## config.mk

```make
export PLATFORM = sky130hd
export DESIGN_NAME = multi_mode_line_encoder_core
export DESIGN_NICKNAME = d
export VERILOG_FILES = /design/src/mlenc_pkg.sv /design/src/multi_mode_line_encoder_core.sv
export SDC_FILE = /design/constraint.sdc
export NUM_CORES = 1
export LEC_CHECK = 0
export ABC_CLOCK_PERIOD_IN_PS = 7700
export BUFFER_PORTS_ARGS = -buffer_cell sky130_fd_sc_hd__buf_4
export CAP_MARGIN = 20
export CORE_ASPECT_RATIO = 1.75
export CORE_MARGIN = 2
export CORE_UTILIZATION = 29
export DETAILED_ROUTE_END_ITERATION = 8
export GPL_TIMING_DRIVEN = 0
export HOLD_SLACK_MARGIN = 0.03
export PLACE_DENSITY = 0.41
export SYNTH_ARGS = -nofsm -noshare
export SYNTH_HDL_FRONTEND = slang
export SYNTH_SLANG_ARGS = --single-unit
```

## constraint.sdc

```tcl
create_clock -name clock -period 7.7 [get_ports clock]
set_input_delay 0.77 -clock clock [delete_from_list [all_inputs] [get_ports clock]]
set_output_delay 0.77 -clock clock [all_outputs]
set_load 0.03 [all_outputs]
```

## src/mlenc_pkg.sv

```systemverilog
// ----------------------------------------------------------------------------
// Multi-mode line encoder package
// Shared types and constants for the line encoder core: line modes, register
// indexes, symbol codes and the level step.
// ----------------------------------------------------------------------------
package mlenc_pkg;

   // Configuration register indexes
   typedef enum logic {
      REG_LINE_MODE   = 1'b0,
      REG_AXIS_OFFSET = 1'b1
   } reg_index_type;

   // Line modes; the two spare codes behave as NRZ-L
   typedef enum logic [2:0] {
      MODE_NRZ_L        = 3'd0,
      MODE_NRZ_I        = 3'd1,
      MODE_MANCHESTER   = 3'd2,
      MODE_DIFF_MANCH   = 3'd3,
      MODE_AMI          = 3'd4,
      MODE_PSEUDO_TERN  = 3'd5
   } line_mode_type;

   // Symbol code held in the serialiser: level relative to the axis
   typedef enum logic [1:0] {
      SYM_ZERO = 2'd0,
      SYM_POS  = 2'd1,
      SYM_NEG  = 2'd2
   } symbol_type;

   localparam int unsigned BYTE_BITS   = 8;
   localparam int unsigned MAX_SYMBOLS = 2 * BYTE_BITS;
   localparam int unsigned COUNT_W     = $clog2(MAX_SYMBOLS + 1);

   localparam int unsigned MODE_W   = 3;
   localparam int unsigned OFFSET_W = 11;
   localparam int unsigned LEVEL_W  = 12;
   localparam int unsigned CSR_W    = OFFSET_W;

   localparam logic signed [LEVEL_W-1:0] LEVEL_STEP = 12'sd50;

endpackage

```

## src/multi_mode_line_encoder_core.sv

```systemverilog
// Each accepted byte is encoded into the symbol buffer; its symbols then move
// into the output register, one symbol per cycle while the output is not
// stalled. A byte gives 8 symbols (16 in the Manchester modes); the next byte
// is taken as the last symbol of the current one is loaded. Synchronous
// active-high reset clears the configuration and all valid flags and sets the
// line state to its start-of-message values.
// ----------------------------------------------------------------------------
// Multi-mode line encoder core
// Serialises bytes MSB first into signed line levels around a configurable
// axis under NRZ-L, NRZ-I, Manchester, differential Manchester, AMI and
// pseudoternary coding.
// ----------------------------------------------------------------------------
module multi_mode_line_encoder_core
   import mlenc_pkg::*;
(
   input  logic                       clock,
   input  logic                       reset,

   input  logic                       csr_write_en,
   input  logic                       csr_index,
   input  logic [CSR_W-1:0]           csr_write_data,

   input  logic                       req_valid,
   output logic                       req_ready,
   input  logic [BYTE_BITS-1:0]       req_data_byte,
   input  logic                       req_start_of_message,
   input  logic                       req_end_of_message,

   output logic                       rsp_valid,
   input  logic                       rsp_ready,
   output logic signed [LEVEL_W-1:0]  rsp_line_level,
   output logic                       rsp_byte_done,
   output logic                       rsp_message_done
);

   // Configuration
   logic [MODE_W-1:0]          line_mode_ff;
   logic signed [OFFSET_W-1:0] axis_offset_ff;

   // Line state
   logic nrzi_high_ff, nrzi_high_in;
   logic diff_phase_ff, diff_phase_in;
   logic ami_neg_ff, ami_neg_in;
   logic pseudo_neg_ff, pseudo_neg_in;

   // Symbol serialiser
   symbol_type           sym_ff [MAX_SYMBOLS];
   symbol_type           sym_in [MAX_SYMBOLS];
   symbol_type           new_sym [MAX_SYMBOLS];
   logic [COUNT_W-1:0]   cnt_ff, cnt_in, new_cnt;
   logic                 eom_ff;

   // Output register
   logic                      rsp_valid_ff;
   logic signed [LEVEL_W-1:0] level_ff, level_in;
   logic                      byte_done_ff, byte_done_in;
   logic                      msg_done_ff;

   logic accept;
   logic advance;

   assign advance   = (cnt_ff != '0) && (!rsp_valid_ff || rsp_ready);
   assign req_ready = (cnt_ff == '0) || ((cnt_ff == COUNT_W'(1)) && advance);
   assign accept    = req_valid && req_ready;

   // Configuration writes
   always_ff @(posedge clock) begin
      if (reset) begin
         line_mode_ff   <= '0;
         axis_offset_ff <= '0;
      end else if (csr_write_en) begin
         unique case (reg_index_type'(csr_index))
            REG_LINE_MODE:   line_mode_ff   <= csr_write_data[MODE_W-1:0];
            REG_AXIS_OFFSET: axis_offset_ff <= signed'(csr_write_data[OFFSET_W-1:0]);
            default:         line_mode_ff   <= line_mode_ff;
         endcase
      end
   end

   // Encode a whole byte into its symbol sequence. The state bits are running
   // parities over the byte, so the chain is eight single-bit steps deep.
   always_comb begin
      logic nrzi, phase, ami, pseudo, bit_v, twice;
      nrzi   = req_start_of_message ? 1'b1 : nrzi_high_ff;
      phase  = req_start_of_message ? 1'b0 : diff_phase_ff;
      ami    = req_start_of_message ? 1'b1 : ami_neg_ff;
      pseudo = req_start_of_message ? 1'b1 : pseudo_neg_ff;
      twice  = (line_mode_ff == MODE_MANCHESTER) || (line_mode_ff == MODE_DIFF_MANCH);
      for (int k = 0; k < MAX_SYMBOLS; k++) begin
         new_sym[k] = SYM_ZERO;
      end
      for (int i = 0; i < BYTE_BITS; i++) begin
         bit_v = req_data_byte[BYTE_BITS-1-i];
         unique case (line_mode_ff)
            MODE_NRZ_I: begin
               nrzi       = nrzi ^ bit_v;
               new_sym[i] = nrzi ? SYM_POS : SYM_NEG;
            end
            MODE_MANCHESTER: begin
               new_sym[2*i]   = bit_v ? SYM_NEG : SYM_POS;
               new_sym[2*i+1] = bit_v ? SYM_POS : SYM_NEG;
            end
            MODE_DIFF_MANCH: begin
               phase          = phase ^ bit_v;
               new_sym[2*i]   = phase ? SYM_NEG : SYM_POS;
               new_sym[2*i+1] = phase ? SYM_POS : SYM_NEG;
            end
            MODE_AMI: begin
               if (bit_v) begin
                  ami        = ~ami;
                  new_sym[i] = ami ? SYM_NEG : SYM_POS;
               end
            end
            MODE_PSEUDO_TERN: begin
               if (!bit_v) begin
                  pseudo     = ~pseudo;
                  new_sym[i] = pseudo ? SYM_NEG : SYM_POS;
               end
            end
            default: begin
               new_sym[i] = bit_v ? SYM_POS : SYM_NEG;
            end
         endcase
      end
      new_cnt       = twice ? COUNT_W'(MAX_SYMBOLS) : COUNT_W'(BYTE_BITS);
      nrzi_high_in  = accept ? nrzi   : nrzi_high_ff;
      diff_phase_in = accept ? phase  : diff_phase_ff;
      ami_neg_in    = accept ? ami    : ami_neg_ff;
      pseudo_neg_in = accept ? pseudo : pseudo_neg_ff;
   end

   always_ff @(posedge clock) begin
      if (reset) begin
         nrzi_high_ff  <= 1'b1;
         diff_phase_ff <= 1'b0;
         ami_neg_ff    <= 1'b1;
         pseudo_neg_ff <= 1'b1;
      end else begin
         nrzi_high_ff  <= nrzi_high_in;
         diff_phase_ff <= diff_phase_in;
         ami_neg_ff    <= ami_neg_in;
         pseudo_neg_ff <= pseudo_neg_in;
      end
   end

   // Serialiser: a new byte replaces the buffer, otherwise it shifts down by
   // one symbol each time the output register is loaded.
   always_comb begin
      for (int k = 0; k < MAX_SYMBOLS; k++) begin
         if (accept) begin
            sym_in[k] = new_sym[k];
         end else if (advance && (k < MAX_SYMBOLS - 1)) begin
            sym_in[k] = sym_ff[k+1];
         end else begin
            sym_in[k] = sym_ff[k];
         end
      end
      if (accept) begin
         cnt_in = new_cnt;
      end else if (advance) begin
         cnt_in = cnt_ff - COUNT_W'(1);
      end else begin
         cnt_in = cnt_ff;
      end
   end

   always_ff @(posedge clock) begin
      if (reset) begin
         cnt_ff <= '0;
      end else begin
         cnt_ff <= cnt_in;
      end
   end

   always_ff @(posedge clock) begin
      sym_ff <= sym_in;
      if (accept) begin
         eom_ff <= req_end_of_message;
      end
   end

   // Output level from the head symbol
   always_comb begin
      logic signed [LEVEL_W-1:0] base;
      base = LEVEL_W'(axis_offset_ff);
      unique case (sym_ff[0])
         SYM_POS: level_in = base + LEVEL_STEP;
         SYM_NEG: level_in = base - LEVEL_STEP;
         default: level_in = base;
      endcase
      byte_done_in = (cnt_ff == COUNT_W'(1));
   end

   always_ff @(posedge clock) begin
      if (reset) begin
         rsp_valid_ff <= 1'b0;
      end else if (advance) begin
         rsp_valid_ff <= 1'b1;
      end else if (rsp_ready) begin
         rsp_valid_ff <= 1'b0;
      end
   end

   always_ff @(posedge clock) begin
      if (advance) begin
         level_ff     <= level_in;
         byte_done_ff <= byte_done_in;
         msg_done_ff  <= byte_done_in && eom_ff;
      end
   end

   assign rsp_valid        = rsp_valid_ff;
   assign rsp_line_level   = level_ff;
   assign rsp_byte_done    = byte_done_ff;
   assign rsp_message_done = msg_done_ff;

endmodule

```

==> flow_summary.json <==
{
  "status": "finished clean",
  "power_density_nw_per_um2": 330,
  "grt-ovfl-total": 0,
  "hold_depth": 0,
  "start_util": 0.295,
  "rows": 63,
  "final_antenna_net_count": 0,
  "syn_nets": 612,
  "yosys.area.top_type": "edfxtp_1",
  "fmax_ghz": 0.304,
  "synth_edf_count": 47,
  "coreArea_um2": 16900,
  "drive_gt1_frac": 0.146,
  "ys_async_sr_fraction": 0,
  "ctsHoldBuffers": 0,
  "syn-cell-area_um2": 5000,
  "yosys_warnings": 0,
  "cp_top_family": "buffers and inverters",
  "fillers": 1766,
  "ios": 43,
  "worstSetupStartpointType": "flip-flop",
  "max_stage_delay_ns": 0.61,
  "path_cells": "buf_2 > clkinv_1 > ha_1 > clkbuf_1 > nor3_1 > clkbuf_1 > nand2_1 > a221oi_1 > nor2_1",
  "clock_path_buffers": 2,
  "synth_cells": 566,
  "die_width_um": 103,
  "htreeDepth": 3,
  "wl_per_cell_um": 18.5,
  "post_cts_buffers": 0,
  "finalHoldViolCount": 0,
  "drv_cap": 0,
  "grt_max_degree": 31,
  "dr_total_vias": 4310,
  "ys_types": 64,
  "worstSkewPairLatency_ns": 0.33,
  "path_buf_inv": 4,
  "place_congestion": 0.897,
  "endpoint_kind": "flip-flop",
  "syn_area_per_cell_um2": 8.84,
  "yosysSeqAreaShare": 0.378,
  "dp_hpwl_mm": 12.5,
  "areaGrowthSynthToFinish_pct": 18.0,
  "cp_slowest_cell": "nor3_1",
  "min_path_type": "reg -> reg",
  "slew_headroom": 0.542,
  "setup_viol": 0,
  "cts.clk_slew.worst_paths_ns": 0.06,
  "first_iter_violations": 178,
  "drv_slew": 0,
  "irDropWorstVdd_v": 0.000131,
  "grt_usage": 0.179,
  "die_area_um2": 18400,
  "cts_tree": "built",
  "grt_pass1_wl_mm": 24.1,
  "ys.flop_type": "edfxtp_1",
  "nets": 665,
  "min_period_over_period": 0.428,
  "drc": 0,
  "drt_wl_total_mm": 15.7,
  "n_antenna_cell": 0,
  "avgViaCountPerCell": 5.06,
  "required_ns": 7.78,
  "worst_pin_slew_ns": 0.687,
  "crit_arrival_ns": 3.38,
  "antenna_found_initial": 0,
  "power.leakage_nw": 2.26,
  "grt_setup_unrepaired": "false",
  "cpMostUsedCell": "clkbuf_1",
  "cts_buffers": 9,
  "finalClockSkew_ns": 0.00434,
  "path_depth": 9,
  "cp_max_fo": 10,
  "fin_util": 0.348,
  "cts_root_buf": "clkbuf_16",
  "cts.sink_count": 71,
  "netlist_top_cells_count": "86 x nand2_1, 49 x nor2_1, 47 x edfxtp_1, 36 x o21ai_0, 35 x a21oi_1",
  "ys_ff_latch": 71,
  "grt_pass1_vias": 4307,
  "synthTopCellsByArea": "edfxtp_1 28%, dfxtp_1 9.6%, nand2_1 6.5%, xnor2_1 5.8%, ha_1 4.5%",
  "setup-tns-final_ns": 0,
  "synth.most_common_cell": "nand2_1",
  "path_class": "reg -> reg",
  "synth_top_area_share": 0.282,
  "dr.pass1.iters": 4,
  "reg2reg_depth": 9,
  "cts_repair_resize_count": 0,
  "io_buffers": 40,
  "period_needed_ns": 3.29,
  "dieHeight_um": 178
}
-- worst paths after layout --
kind	from	end	slack, ns
min reg2reg	axis_offset_ff[0]$_SDFFE_PP0P_	rsp_line_level[0]$_DFFE_PP_	0.43
max	line_mode_ff[2]$_SDFFE_PP0P_	sym_ff[27]$_DFFE_PP_	4.41
min	axis_offset_ff[0]$_SDFFE_PP0P_	rsp_line_level[0]$_DFFE_PP_	0.43
max reg2reg	line_mode_ff[2]$_SDFFE_PP0P_	sym_ff[27]$_DFFE_PP_	4.41
-- layout make-up --
type                    instances  area (um2)  share of cell area
multi-input cells             441        2900               0.492
clock inverters                 6        37.5             0.00636
plain buffers                  35         151              0.0257
clock buffers                  10         229              0.0388
repair buffers                 42         335              0.0568
well taps                     227         284              0.0481
inverters                      19        71.3              0.0121
flip-flops and latches         71        1890               0.321
-- through the flow --
| step | hold WS, ns | setup slack (ns) | instances | total power, W | area [um2] |
|---|---|---|---|---|---|
| floorplan | 0.408 | 3.89 | 566 | 0.00128 | 5000 |
| CTS | 0.441 | 4.49 | 851 | 0.00197 | 5900 |
| global route | 0.456 | 4.29 | 851 | 0.00208 | 5900 |
| finish | 0.435 | 4.41 | 851 | 0.00195 | 5900 |
| global placement | 0.416 | 2.69 | 833 | 0.00155 | 5590 |
| detailed placement | 0.425 | 4.26 | 835 | 0.00159 | 5630 |
-- cell usage in the layout, fill, tap and decap left out, types with 4 or more instances in the layout --
cell and n:
ha_1 18, xnor2_1 33, a21o_1 8, mux2i_1 5, buf_2 7, a211oi_1 7
nor2b_1 4, or3_1 5, xnor3_1 4, o22ai_1 7, o31ai_1 7, clkbuf_16 9
clkbuf_1 26, dfxtp_1 24, nand2_1 86, nand3_1 15, edfxtp_1 47, a31oi_1 4
inv_1 18, a21oi_1 35, or2_2 4, buf_4 41, o221ai_1 4, and3_1 5
nand2b_1 9, o21ai_0 35, xor2_1 12, nor3b_1 7, nand3b_1 5, nor2_1 48
nor3_1 18
-- per-layer routing --
metal  part of all wire  vias to the layer above  GRT usage
li1                   -                     2128          -
met1               0.35                     2028      0.174
met2               0.56                      117      0.346
met3              0.028                       37     0.0205
met4              0.058                        0      0.108
met5                  0                        -          0
-- power by group --
group          switching [W]  internal (W)  total (W)
combinational       0.000562      0.000324   0.000886
sequential         0.0000491      0.000634   0.000683
clock               0.000162      0.000216   0.000378
-- worst reg2reg max path, cell delays in order (launching register included) --
cell and delay, ns:
dfxtp_1 0.37, buf_2 0.24, clkinv_1 0.25, ha_1 0.26
clkbuf_1 0.25, nor3_1 0.61, clkbuf_1 0.53, nand2_1 0.11
a221oi_1 0.34, nor2_1 0.08
-- cell families (layout without fill, tap and decap cells) --
group / after synthesis / count (layout) / share of synthesized area
AND/OR/NAND/NOR: 221 / 221 / 0.208
AO/OA/AOI/OAI: 136 / 136 / 0.174
flip-flops: 71 / 71 / 0.378
XOR/XNOR: 57 / 57 / 0.130
buffers and inverters: 54 / 112 / 0.0445
adder cells (fa/ha/maj): 19 / 19 / 0.0490
multiplexers: 8 / 8 / 0.0168
-- sequential cells by signal, indices dropped and copies added, names as in the netlist --
signal	cells
axis_offset_ff	11
pseudo_neg_ff	1
rsp_message_done	1
nrzi_high_ff	1
ami_neg_ff	1
rsp_valid	1
sym_ff	32
rsp_line_level	12
diff_phase_ff	1
eom_ff	1
rsp_byte_done	1
cnt_ff	5
line_mode_ff	3
(Power assumes the default switching activity.)
